## src/rtl/mfqs_pkg.sv

```systemverilog
// package: constants, codes, state type and control structs of the scheduler
package mfqs_pkg;

	localparam int LEVELS_DEF    = 4;
	localparam int MAX_TASKS_DEF = 64;
	localparam int MAX_CPUS_DEF  = 8;
	localparam int RESULT_MAX    = 8;

	localparam int IN_DW   = 16;
	localparam int OUT_DW  = 16;
	localparam int CFG_IW  = 1;
	localparam int CFG_DW  = 4;
	localparam int ID_W    = 6;
	localparam int PRI_W   = 3;
	localparam int SLOT_W  = 3;

	localparam logic [3:0] CPU_COUNT_RST    = 4'd1;
	localparam logic [3:0] RESET_ROUNDS_RST = 4'd3;

	localparam logic [CFG_IW-1:0] CFG_CPU_COUNT    = 1'd0;
	localparam logic [CFG_IW-1:0] CFG_RESET_ROUNDS = 1'd1;

	localparam logic KIND_DISPATCH = 1'b0;
	localparam logic KIND_STATUS   = 1'b1;

	typedef enum logic [1:0] {
		OP_SUBMIT   = 2'd0,
		OP_TICK     = 2'd1,
		OP_EXIT     = 2'd2,
		OP_SHUTDOWN = 2'd3
	} opcode_t;

	typedef enum logic [3:0] {
		ST_IDLE,
		ST_EXEC,
		ST_DEM,
		ST_DEM2,
		ST_ROUND,
		ST_RW_CHK,
		ST_RW_WR,
		ST_RW_NX,
		ST_SPLICE,
		ST_POP,
		ST_POP2,
		ST_STATUS
	} state_t;

	typedef struct packed {
		logic accept;
		logic exec;
		logic s_inc;
		logic dem_wr;
		logic slot_clr;
		logic round;
		logic wq_inc;
		logic walk_ld;
		logic walk_wr;
		logic walk_nx;
		logic splice;
		logic pop_wr;
		logic emit_st;
	} cmd_t;

	typedef struct packed {
		opcode_t op;
		logic    s_end;
		logic    live_s;
		logic    rz;
		logic    wq_end;
		logic    hv_w;
		logic    walk_end;
		logic    pop_ok;
		logic    s_zero;
		logic    pop_last;
		logic    out_free;
	} stat_t;

endpackage

```

## src/rtl/mfqs_ctrl.sv

```systemverilog
// control state machine of the scheduler
module mfqs_ctrl import mfqs_pkg::*; (
	input  logic   clk,
	input  logic   arst_n,
	input  logic   s_tvalid,
	output logic   s_tready,
	input  stat_t  stat,
	output cmd_t   cmd
);

	state_t state_q, state_d;

	// state register
	always_ff @(posedge clk or negedge arst_n) begin
		if (!arst_n) begin
			state_q <= ST_IDLE;
		end else begin
			state_q <= state_d;
		end
	end

	// next state
	always_comb begin
		state_d = state_q;
		case (state_q)
			ST_IDLE:   if (s_tvalid) state_d = ST_EXEC;
			ST_EXEC:   state_d = (stat.op == OP_TICK) ? ST_DEM : ST_STATUS;
			ST_DEM: begin
				if (stat.s_end) state_d = ST_ROUND;
				else if (stat.live_s) state_d = ST_DEM2;
			end
			ST_DEM2:   state_d = ST_DEM;
			ST_ROUND:  state_d = stat.rz ? ST_RW_CHK : ST_POP;
			ST_RW_CHK: begin
				if (stat.wq_end) state_d = ST_POP;
				else if (stat.hv_w) state_d = ST_RW_WR;
			end
			ST_RW_WR:  state_d = stat.walk_end ? ST_SPLICE : ST_RW_NX;
			ST_RW_NX:  state_d = ST_RW_WR;
			ST_SPLICE: state_d = ST_RW_CHK;
			ST_POP: begin
				if (stat.out_free) begin
					if (stat.pop_ok) state_d = ST_POP2;
					else state_d = stat.s_zero ? ST_STATUS : ST_IDLE;
				end
			end
			ST_POP2:   state_d = stat.pop_last ? ST_IDLE : ST_POP;
			ST_STATUS: if (stat.out_free) state_d = ST_IDLE;
			default:   state_d = ST_IDLE;
		endcase
	end

	// command decode
	always_comb begin
		cmd      = '0;
		s_tready = 1'b0;
		case (state_q)
			ST_IDLE: begin
				s_tready   = 1'b1;
				cmd.accept = s_tvalid;
			end
			ST_EXEC:   cmd.exec = 1'b1;
			ST_DEM: begin
				if (!stat.s_end && !stat.live_s) begin
					cmd.slot_clr = 1'b1;
					cmd.s_inc    = 1'b1;
				end
			end
			ST_DEM2: begin
				cmd.dem_wr   = 1'b1;
				cmd.slot_clr = 1'b1;
				cmd.s_inc    = 1'b1;
			end
			ST_ROUND:  cmd.round = 1'b1;
			ST_RW_CHK: begin
				if (!stat.wq_end) begin
					cmd.walk_ld = stat.hv_w;
					cmd.wq_inc  = !stat.hv_w;
				end
			end
			ST_RW_WR:  cmd.walk_wr = 1'b1;
			ST_RW_NX:  cmd.walk_nx = 1'b1;
			ST_SPLICE: begin
				cmd.splice = 1'b1;
				cmd.wq_inc = 1'b1;
			end
			ST_POP:    ;
			ST_POP2: begin
				cmd.pop_wr = 1'b1;
				cmd.s_inc  = 1'b1;
			end
			ST_STATUS: cmd.emit_st = stat.out_free;
			default:   ;
		endcase
	end

endmodule

```

## src/rtl/mfqs_dp.sv

```systemverilog
// datapath: queues, task tables, cpu slots and the result register
module mfqs_dp import mfqs_pkg::*; #(
	parameter int LEVELS    = LEVELS_DEF,
	parameter int MAX_TASKS = MAX_TASKS_DEF,
	parameter int MAX_CPUS  = MAX_CPUS_DEF
) (
	input  logic              clk,
	input  logic              arst_n,
	input  logic [IN_DW-1:0]  s_tdata,
	input  logic              cfg_we,
	input  logic [CFG_IW-1:0] cfg_index,
	input  logic [CFG_DW-1:0] cfg_wdata,
	output logic              m_tvalid,
	input  logic              m_tready,
	output logic [OUT_DW-1:0] m_tdata,
	output logic              m_tlast,
	output logic [0:0]        m_tuser,
	input  cmd_t              cmd,
	output stat_t             stat
);

	localparam int TW   = $clog2(MAX_TASKS);
	localparam int QW   = $clog2(LEVELS);
	localparam int LVW  = $clog2(LEVELS + 1);
	localparam int SW   = (MAX_CPUS > 1) ? $clog2(MAX_CPUS) : 1;
	localparam int SCW  = $clog2(MAX_CPUS + 1);
	localparam int NLIM = (MAX_CPUS < RESULT_MAX) ? MAX_CPUS : RESULT_MAX;

	// latched input item and configuration
	opcode_t            op_q;
	logic [ID_W-1:0]    id_q;
	logic [PRI_W-1:0]   pr_q;
	logic [3:0]         cpu_cnt_q;
	logic [3:0]         rst_rounds_q;
	logic [3:0]         rounds_left_q;
	logic               shut_q;

	// sequencing indexes
	logic [SCW-1:0]     s_q;
	logic [LVW-1:0]     wq_q;
	logic [TW-1:0]      walk_t_q;

	// queue heads and tails, per-task and per-slot flags
	logic [TW-1:0]        head_q [LEVELS];
	logic [TW-1:0]        tail_q [LEVELS];
	logic [LEVELS-1:0]    hv_q;
	logic [MAX_TASKS-1:0] queued_q;
	logic [TW-1:0]        slot_task_q [MAX_CPUS];
	logic [MAX_CPUS-1:0]  busy_q;
	logic [MAX_CPUS-1:0]  done_q;

	// task tables
	logic [TW-1:0]  next_link_m [MAX_TASKS];
	logic [LVW-1:0] level_m     [MAX_TASKS];
	logic           started_m   [MAX_TASKS];
	logic [TW-1:0]  nl_rd_q;
	logic [LVW-1:0] lvl_rd_q;
	logic           st_rd_q;

	// result register
	logic              out_v_q;
	logic [OUT_DW-1:0] out_d_q;
	logic              out_l_q;
	logic              out_k_q;

	logic              id_ok, running, sub_ok, do_sub, app_en;
	logic [TW-1:0]     id_t, cur_t, app_t, pop_t;
	logic [LVW-1:0]    pr_lv, lv_inc, app_lv;
	logic [QW-1:0]     aq, pq, wq_idx;
	logic [SW-1:0]     s_idx;
	logic              pop_any, pop_single, rem_any, live_any, fin;
	logic [LEVELS-1:0] pop_clr;
	logic [4:0]        n_lim;
	logic              nl_we, lv_we, st_we, st_wd;
	logic [TW-1:0]     nl_wa, nl_wd, nl_ra, lv_wa, st_wa;
	logic [LVW-1:0]    lv_wd;
	logic              out_free;

	assign s_idx  = s_q[SW-1:0];
	assign wq_idx = wq_q[QW-1:0];
	assign cur_t  = slot_task_q[s_idx];

	// submit checks
	always_comb begin
		id_ok   = 32'(id_q) < MAX_TASKS;
		id_t    = TW'(id_q);
		running = 1'b0;
		for (int s = 0; s < MAX_CPUS; s++) begin
			if (busy_q[s] && !done_q[s] && slot_task_q[s] == id_t) running = 1'b1;
		end
		sub_ok = id_ok && !queued_q[id_t] && !running;
		if (pr_q == '0) pr_lv = LVW'(1);
		else if (32'(pr_q) > LEVELS) pr_lv = LVW'(LEVELS);
		else pr_lv = LVW'(pr_q);
	end

	assign do_sub = cmd.exec && (op_q == OP_SUBMIT) && sub_ok;
	assign lv_inc = (32'(lvl_rd_q) < LEVELS) ? lvl_rd_q + LVW'(1) : lvl_rd_q;

	// append source and target level
	always_comb begin
		app_en = do_sub || cmd.dem_wr;
		app_t  = cmd.dem_wr ? cur_t : id_t;
		app_lv = cmd.dem_wr ? lv_inc : pr_lv;
		if (app_lv == '0 || 32'(app_lv) > LEVELS) aq = QW'(LEVELS - 1);
		else aq = QW'(app_lv - LVW'(1));
	end

	// highest non-empty level for pop
	always_comb begin
		pq      = '0;
		pop_any = 1'b0;
		for (int q = LEVELS - 1; q >= 0; q--) begin
			if (hv_q[q]) begin
				pq      = QW'(q);
				pop_any = 1'b1;
			end
		end
		pop_t      = head_q[pq];
		pop_single = head_q[pq] == tail_q[pq];
		pop_clr    = '0;
		if (pop_single) pop_clr[pq] = 1'b1;
		rem_any    = |(hv_q & ~pop_clr);
		if (cpu_cnt_q == '0) n_lim = 5'd1;
		else if (32'(cpu_cnt_q) > NLIM) n_lim = 5'(NLIM);
		else n_lim = 5'(cpu_cnt_q);
	end

	assign live_any = |(busy_q & ~done_q);
	assign fin      = shut_q && !live_any && !(|hv_q);
	assign out_free = !out_v_q || m_tready;

	// status to the controller
	always_comb begin
		stat.op       = op_q;
		stat.s_end    = 32'(s_q) >= MAX_CPUS;
		stat.live_s   = busy_q[s_idx] && !done_q[s_idx];
		stat.rz       = rounds_left_q == '0;
		stat.wq_end   = 32'(wq_q) >= LEVELS;
		stat.hv_w     = hv_q[wq_idx];
		stat.walk_end = walk_t_q == tail_q[wq_idx];
		stat.pop_ok   = pop_any && (32'(s_q) < 32'(n_lim));
		stat.s_zero   = s_q == '0;
		stat.pop_last = (32'(s_q) + 1 >= 32'(n_lim)) || !rem_any;
		stat.out_free = out_free;
	end

	// table write and read ports
	always_comb begin
		nl_we = (app_en && hv_q[aq]) || (cmd.splice && hv_q[0]);
		nl_wa = cmd.splice ? tail_q[0] : tail_q[aq];
		nl_wd = cmd.splice ? head_q[wq_idx] : app_t;
		nl_ra = cmd.walk_wr ? walk_t_q : pop_t;
		lv_we = app_en || cmd.walk_wr;
		lv_wa = cmd.walk_wr ? walk_t_q : app_t;
		lv_wd = cmd.walk_wr ? LVW'(1) : app_lv;
		st_we = do_sub || cmd.pop_wr;
		st_wa = cmd.pop_wr ? pop_t : id_t;
		st_wd = cmd.pop_wr;
	end

	// task tables
	always_ff @(posedge clk) begin
		if (nl_we) next_link_m[nl_wa] <= nl_wd;
		if (lv_we) level_m[lv_wa] <= lv_wd;
		if (st_we) started_m[st_wa] <= st_wd;
		nl_rd_q  <= next_link_m[nl_ra];
		lvl_rd_q <= level_m[cur_t];
		st_rd_q  <= started_m[pop_t];
	end

	// queue pointers, slot tasks, walk pointer and the latched input item
	always_ff @(posedge clk) begin
		if (app_en) begin
			if (!hv_q[aq]) head_q[aq] <= app_t;
			tail_q[aq] <= app_t;
		end
		if (cmd.splice) begin
			if (!hv_q[0]) head_q[0] <= head_q[wq_idx];
			tail_q[0] <= tail_q[wq_idx];
		end
		if (cmd.pop_wr && !pop_single) head_q[pq] <= nl_rd_q;
		if (cmd.pop_wr) slot_task_q[s_idx] <= pop_t;
		if (cmd.walk_ld) walk_t_q <= head_q[wq_idx];
		if (cmd.walk_nx) walk_t_q <= nl_rd_q;
		if (cmd.accept) begin
			op_q <= opcode_t'(s_tdata[1:0]);
			id_q <= s_tdata[7:2];
			pr_q <= s_tdata[10:8];
		end
	end

	// control state of queues, slots, rounds and configuration
	always_ff @(posedge clk or negedge arst_n) begin
		if (!arst_n) begin
			hv_q          <= '0;
			queued_q      <= '0;
			busy_q        <= '0;
			done_q        <= '0;
			s_q           <= '0;
			wq_q          <= '0;
			rounds_left_q <= RESET_ROUNDS_RST;
			shut_q        <= 1'b0;
			cpu_cnt_q     <= CPU_COUNT_RST;
			rst_rounds_q  <= RESET_ROUNDS_RST;
		end else begin
			if (cfg_we) begin
				case (cfg_index)
					CFG_CPU_COUNT:    cpu_cnt_q    <= cfg_wdata;
					CFG_RESET_ROUNDS: rst_rounds_q <= cfg_wdata;
					default:          ;
				endcase
			end
			if (cmd.accept) s_q <= '0;
			if (cmd.s_inc) s_q <= s_q + SCW'(1);
			if (app_en) begin
				hv_q[aq]        <= 1'b1;
				queued_q[app_t] <= 1'b1;
			end
			if (cmd.exec && op_q == OP_EXIT && id_ok) begin
				for (int s = 0; s < MAX_CPUS; s++) begin
					if (busy_q[s] && !done_q[s] && slot_task_q[s] == id_t) done_q[s] <= 1'b1;
				end
			end
			if (cmd.exec && op_q == OP_SHUTDOWN) shut_q <= 1'b1;
			if (cmd.slot_clr) begin
				busy_q[s_idx] <= 1'b0;
				done_q[s_idx] <= 1'b0;
			end
			// round counter and start of the priority reset walk
			if (cmd.round) begin
				s_q  <= '0;
				wq_q <= LVW'(1);
				if (rounds_left_q == '0) rounds_left_q <= rst_rounds_q;
				else rounds_left_q <= rounds_left_q - 4'd1;
			end
			if (cmd.wq_inc) wq_q <= wq_q + LVW'(1);
			if (cmd.splice) begin
				hv_q[0]      <= 1'b1;
				hv_q[wq_idx] <= 1'b0;
			end
			// dispatch of one popped task
			if (cmd.pop_wr) begin
				if (pop_single) hv_q[pq] <= 1'b0;
				queued_q[pop_t] <= 1'b0;
				busy_q[s_idx]   <= 1'b1;
				done_q[s_idx]   <= 1'b0;
			end
		end
	end

	// result register valid
	always_ff @(posedge clk or negedge arst_n) begin
		if (!arst_n) begin
			out_v_q <= 1'b0;
		end else if (cmd.pop_wr || cmd.emit_st) begin
			out_v_q <= 1'b1;
		end else if (m_tready) begin
			out_v_q <= 1'b0;
		end
	end

	// result register payload
	always_ff @(posedge clk) begin
		if (cmd.pop_wr) begin
			out_d_q <= {5'd0, 1'b0, st_rd_q, ID_W'(pop_t), SLOT_W'(s_q)};
			out_l_q <= stat.pop_last;
			out_k_q <= KIND_DISPATCH;
		end else if (cmd.emit_st) begin
			out_d_q <= {5'd0, fin, 1'b0, ID_W'(0), SLOT_W'(0)};
			out_l_q <= 1'b1;
			out_k_q <= KIND_STATUS;
		end
	end

	assign m_tvalid   = out_v_q;
	assign m_tdata    = out_d_q;
	assign m_tlast    = out_l_q;
	assign m_tuser[0] = out_k_q;

endmodule

```

## src/rtl/multilevel_feedback_queue_scheduler.sv

```systemverilog
// top level: multilevel feedback queue scheduler
// submit, exit and shutdown: execute, then load a status result once the output register is free
// a tick demotes the task of each live slot and frees every slot, steps the round counter, moves all
// tasks to level 1 when a priority reset is due, then dispatches, or gives a status result if none
// one item at a time: the next transfer in is taken once the last result is loaded
// arst_n clears queues, slots and shutdown, sets the round counter to 3 and registers (cpu_count 1, reset_rounds 3)
module multilevel_feedback_queue_scheduler import mfqs_pkg::*; #(
	parameter int LEVELS    = LEVELS_DEF,
	parameter int MAX_TASKS = MAX_TASKS_DEF,
	parameter int MAX_CPUS  = MAX_CPUS_DEF
) (
	input  logic              clk,
	input  logic              arst_n,
	input  logic              s_tvalid,
	output logic              s_tready,
	input  logic [IN_DW-1:0]  s_tdata,   // opcode[1:0], task_id[7:2], priority_req[10:8]
	output logic              m_tvalid,
	input  logic              m_tready,
	output logic [OUT_DW-1:0] m_tdata,   // cpu_slot[2:0], task_id_res[8:3], resume[9], finished[10]
	output logic              m_tlast,
	output logic [0:0]        m_tuser,   // kind[0]
	input  logic              cfg_we,
	input  logic [CFG_IW-1:0] cfg_index,
	input  logic [CFG_DW-1:0] cfg_wdata
);

	cmd_t  cmd;
	stat_t stat;

	mfqs_ctrl u_ctrl (
		.clk      (clk),
		.arst_n   (arst_n),
		.s_tvalid (s_tvalid),
		.s_tready (s_tready),
		.stat     (stat),
		.cmd      (cmd)
	);

	mfqs_dp #(
		.LEVELS    (LEVELS),
		.MAX_TASKS (MAX_TASKS),
		.MAX_CPUS  (MAX_CPUS)
	) u_dp (
		.clk       (clk),
		.arst_n    (arst_n),
		.s_tdata   (s_tdata),
		.cfg_we    (cfg_we),
		.cfg_index (cfg_index),
		.cfg_wdata (cfg_wdata),
		.m_tvalid  (m_tvalid),
		.m_tready  (m_tready),
		.m_tdata   (m_tdata),
		.m_tlast   (m_tlast),
		.m_tuser   (m_tuser),
		.cmd       (cmd),
		.stat      (stat)
	);

endmodule

```

## config.mk

```make
export PLATFORM = sky130hd
export DESIGN_NAME = multilevel_feedback_queue_scheduler
export DESIGN_NICKNAME = d
export VERILOG_FILES = /design/src/rtl/mfqs_pkg.sv /design/src/rtl/mfqs_ctrl.sv /design/src/rtl/mfqs_dp.sv /design/src/rtl/multilevel_feedback_queue_scheduler.sv
export SDC_FILE = /design/constraint.sdc
export NUM_CORES = 1
export LEC_CHECK = 0
export ABC_AREA = 1
export ABC_CLOCK_PERIOD_IN_PS = 5000
export BUFFER_PORTS_ARGS = -buffer_cell sky130_fd_sc_hd__clkbuf_2
export CAP_MARGIN = 30
export CORE_MARGIN = 2
export CORE_UTILIZATION = 33
export DETAILED_ROUTE_END_ITERATION = 7
export GPL_TIMING_DRIVEN = 0
export PLACE_DENSITY_LB_ADDON = 0.12
export SLEW_MARGIN = 20
export SYNTH_ARGS = -nofsm -noshare
export SYNTH_HDL_FRONTEND = slang
export SYNTH_SLANG_ARGS = --single-unit
```

## constraint.sdc

```tcl
create_clock -name clk -period 5 [get_ports clk]
set_input_delay 1.25 -clock clk [delete_from_list [all_inputs] [get_ports clk]]
set_output_delay 1.25 -clock clk [all_outputs]
set_load 0.1 [all_outputs]
```

==> impl_results.rst <==
.. list-table::
   :header-rows: 1

   * - Metric
     - Value
   * - Die width
     - roughly 360 um
   * - Seq cells post-synth
     - 885
   * - Count of nets left with antenna violations after detail routing
     - 0
   * - Clock buffer count from CTS
     - 102
   * - FF-to-FF setup slack
     - 0.04 ns
   * - Quantity of hold-fixing buffers added after cts
     - 0
   * - Final Non-Filler Cells
     - 6381
   * - Final-report hold violation count
     - 0
   * - Global-route wire length before repair
     - 207 mm
   * - Clock tree from TritonCTS
     - done
   * - Critical-path cell list
     - buf_2 > inv_1 > clkbuf_1 > o22ai_1 > nor3_1 > o2111ai_1 > nand2_1 > nor2_1 > nand3_1 > nand2_1 > nand2_1 > nand2_1 > nand2_1 > nor2_1
   * - RSZ-0062 raised after global routing
     - true
   * - Clock slew at reported path FFs
     - 0.06 ns
   * - Worst hold path class
     - in -> async
   * - Share of flip-flops with an asynchronous set or reset
     - 12.3%
   * - Kind of start point of the critical path
     - flip-flop
   * - Met3 global-route usage
     - 2.71%
   * - Most numerous cell types in the synthesized netlist
     - sky130_fd_sc_hd__nand2_1 (936), sky130_fd_sc_hd__edfxtp_1 (764), sky130_fd_sc_hd__nand3_1 (624)
   * - All-Layer GR Usage
     - 21.2%
   * - FF/Latch Area
     - around 26000 um^2
   * - Minimum hold slack
     - 0.457 ns
   * - Antenna violations before repair
     - 0
   * - Share of cells above drive strength 1
     - 9.41%
   * - Warning count from the yosys run
     - 0
   * - Top-level I/O count
     - 46
   * - Critical path data arrival time
     - between 5 and 6 ns
   * - Minimum period implied by the final worst setup slack
     - 4.96 ns
   * - Clock insertion delay at the later pin of the skew report
     - approximately 0.73 ns
   * - Count of max-cap constraint violations
     - 0
   * - DRC errors left
     - 0
   * - Clock skew after layout
     - 0.0366 ns
   * - Cell area after technology mapping
     - ~42000 um^2
   * - Post-route setup TNS
     - 0 ns
   * - M1 GR Usage
     - 29.9%
   * - Maximum number of pins on one net before global-route repair
     - 75
   * - Core footprint
     - 127000 um^2
   * - Met2 Usage GRT
     - 34.3%
   * - Design internal power
     - around 19 mW
   * - Biggest fanout along the worst timing path
     - 10
   * - Post-route fraction of the period consumed by the critical path
     - 99.3%
   * - IO buf count
     - 35
   * - Busiest grt layer
     - met2
   * - Number of cells in the design after placement
     - approximately 6200
   * - Leading area contributor after synthesis
     - sky130_fd_sc_hd__edfxtp_1
   * - Placed inst area
     - 45300 um^2
   * - Total congestion overflow after global routing
     - 0
   * - CTS Sinks
     - 885
   * - Half-perimeter wire length after placement
     - 99.0 mm
   * - Highest ir drop seen on vdd
     - 0.360 mV
   * - Post-CTS setup buffers
     - 0
   * - Post-Place Setup Slack
     - -0.0154 ns
   * - Nets@finish
     - 4679
   * - Site Rows
     - 131
   * - Gate power share
     - around 51%
   * - Library cell used as clock root buffer
     - sky130_fd_sc_hd__clkbuf_16
   * - Endpoint kind of the worst setup timing path
     - flip-flop
   * - Switching power summed over all nets
     - 17.0 mW
   * - Fin area
     - 48700 um^2
   * - Initial standard-cell utilization of the core
     - 33.2%
   * - Outcome
     - finished, final reports clean
   * - Final Setup Violations
     - 0
   * - Multi-input combinational cell area
     - between 10000 and 15000 um^2
   * - Sequential group share of total power
     - ~28%
   * - Slew at the pin with the worst max-slew slack
     - 1.02 ns
   * - Required time at the endpoint of the critical path
     - about 5.3 ns
   * - Max-slew headroom
     - 32.1%
   * - Signed area change from the synthesized netlist to the final layout
     - 15.5%
   * - Slowest cell on the critical path
     - sky130_fd_sc_hd__nor2_1
   * - Clock share of power
     - 20.7%
   * - Switching Share
     - 47.8%
   * - Global placer's final weighted congestion
     - 0.874
   * - Count leader, synth
     - sky130_fd_sc_hd__nand2_1
   * - Fillcell total
     - about 13000
   * - Vias in the first global route
     - 31300
   * - Largest stage delay on the critical path
     - around 0.67 ns
   * - Mean area per synthesized cell
     - 9.46 um^2
   * - H-tree levels
     - 3
   * - Total power density per cell area
     - around 730 nW/um^2
   * - Commonest register cell after synthesis
     - sky130_fd_sc_hd__edfxtp_1
   * - Drt via density
     - 4.98
   * - Leakage power summed over all cells
     - slightly below 20 nW
   * - Type of the setup path with the least slack
     - reg -> reg
   * - Count of flip-flops with a built-in enable after synthesis
     - approximately 760
   * - Slack of the critical path
     - 0.0360 ns
   * - Wire length reported by the detailed router
     - 139 mm
   * - Area enclosed by the die boundary
     - 131000 um^2
   * - Routed via count
     - around 32000
   * - Top post-synthesis cells by area
     - sky130_fd_sc_hd__edfxtp_1 (54%), sky130_fd_sc_hd__nand2_1 (8.3%), sky130_fd_sc_hd__nand3_1 (7.4%)
   * - 1st-pass router iterations
     - 5
   * - Distinct cell type count after synthesis
     - 58
   * - Height of the die
     - 362 um
   * - Number of instances in the synthesized netlist
     - 4461
   * - Number of pins with negative max-slew slack in the final report
     - 0
   * - Sequential area share after synthesis
     - about 61%
   * - Fmax achieved
     - 201 MHz
   * - Deepest clock path buffer count
     - 3
   * - Worst path most repeated cell
     - sky130_fd_sc_hd__nand2_1
   * - Iteration-0 DRC count of the detailed router
     - around 3000
   * - Mean routed wirelength per cell
     - 21.8 um
   * - Fraction of post-synthesis cell area in the top cell type by area
     - between 50% and 60%
## cell type report
type | instances | area share [%]
flip-flops and latches | 885 | 53.2
plain buffers | 191 | 1.86
inverters | 642 | 4.95
diodes | 1 | 0.00514
repair buffers | 67 | 1.94
clock buffers | 128 | 5.54
clock inverters | 58 | 1.12
multi-input cells | 2747 | 27.1
well taps | 1662 | 4.27
## path summary, 6_finish.rpt
kind	from	endpoint	cells after the start
worst max-delay path	u_dp.id_q[2]$_DFFE_PP_	u_dp.next_link_m[24][5]$_DFFE_PP_	14
worst min-delay path	arst_n	u_dp.busy_q[0]$_DFF_PN0_	1
worst max register to register	u_dp.id_q[2]$_DFFE_PP_	u_dp.next_link_m[24][5]$_DFFE_PP_	14
worst min register to register	u_dp.m_tuser$_SDFFE_PP0P_	u_dp.m_tuser$_SDFFE_PP0P_	2
max in group asynchronous	arst_n	u_dp.queued_q[38]$_DFF_PN0_	2
min in group clk	u_dp.m_tuser$_SDFFE_PP0P_	u_dp.m_tuser$_SDFFE_PP0P_	2
## worst max-delay path: cells and delay by family, from the launching register on
kind	cells	cell delay (ns)
simple gates	9	2.91
flops	1	0.32
compound gates	2	0.46
buf+inv	3	0.88
## cells by family (layout without fill, tap and decap cells)
family	after synthesis	in the layout	share of synthesized area, %
simple gates	2268	2268	23.6
flops	885	885	61.4
buf+inv	833	1086	7.85
compound gates	428	428	6.03
xor+xnor	29	29	0.602
fa+ha+maj	17	17	0.504
other cells	1	6	0.00889
## layer usage
metal | wire length [um] | up-vias | part of all wire (%)
met2 | 64400 | 883 | 46
met4 | 3460 | 0 | 2.5
met3 | 7360 | 213 | 5.3
met1 | 64000 | 15400 | 46
li1 | - | 15300 | -
met5 | 0 | - | 0
## sequential cells by signal, indices dropped and copies added, names as in the netlist, 7 cells and up, named ones only
signal            count
u_dp.busy_q           7
u_dp.head_q          24
u_dp.slot_task_q     48
u_dp.tail_q          24
u_dp.started_m       64
u_dp.m_tdata         11
u_dp.next_link_m    384
u_dp.queued_q        64
u_dp.done_q           8
u_dp.level_m        192
## through the flow
step	total power, mW	util (%)
after floorplan	20.5	-
after global placement	27.6	35.0
after detailed placement	28.2	35.6
after CTS	35.6	38.2
after global routing	37.7	38.3
final	35.6	38.3
## power by group through the flow
stage,Sequential [mW],Clock [mW],Combinational [mW]
3_3_place_gp,10.6,0,17.0
2_1_floorplan,10.4,0,10.1
3_5_place_dp,10.2,0,17.9
4_1_cts,10.1,7.55,18.0
5_1_grt,10.2,7.83,19.7
6_report,10.1,7.39,18.1
## what timing repair did
item,in CTS,in global routing
hold endpoints to repair,0,0
endpoints found under the setup margin,16,356
gates resized for setup,3,56
## placed cells by master, fill, tap and decap left out, types with 7 or more instances in the layout
master / count
sky130_fd_sc_hd__o22ai_1: 22
sky130_fd_sc_hd__clkinv_1: 20
sky130_fd_sc_hd__xor2_1: 17
sky130_fd_sc_hd__clkbuf_1: 113
sky130_fd_sc_hd__nand4_1: 25
sky130_fd_sc_hd__o211ai_1: 75
sky130_fd_sc_hd__clkinv_2: 21
sky130_fd_sc_hd__clkbuf_2: 36
sky130_fd_sc_hd__dfrtp_1: 104
sky130_fd_sc_hd__nand3b_1: 105
sky130_fd_sc_hd__nor2_1: 463
sky130_fd_sc_hd__buf_16: 23
sky130_fd_sc_hd__inv_1: 613
sky130_fd_sc_hd__bufinv_16: 8
sky130_fd_sc_hd__edfxtp_1: 764
sky130_fd_sc_hd__o21ai_1: 12
sky130_fd_sc_hd__nor4_1: 7
sky130_fd_sc_hd__nand2_2: 13
sky130_fd_sc_hd__buf_2: 63
sky130_fd_sc_hd__xnor2_1: 12
sky130_fd_sc_hd__clkbuf_16: 102
sky130_fd_sc_hd__nand3_1: 624
sky130_fd_sc_hd__a22oi_1: 14
sky130_fd_sc_hd__o21ai_0: 128
sky130_fd_sc_hd__nor2_2: 63
sky130_fd_sc_hd__nor3_1: 12
sky130_fd_sc_hd__buf_1: 9
sky130_fd_sc_hd__buf_4: 24
sky130_fd_sc_hd__inv_2: 26
sky130_fd_sc_hd__nand2_1: 935
sky130_fd_sc_hd__ha_1: 17
sky130_fd_sc_hd__nor2_4: 7
sky130_fd_sc_hd__a21oi_1: 126
sky130_fd_sc_hd__dfxtp_1: 12
Note: power is estimated with default switching activity, not from simulation.
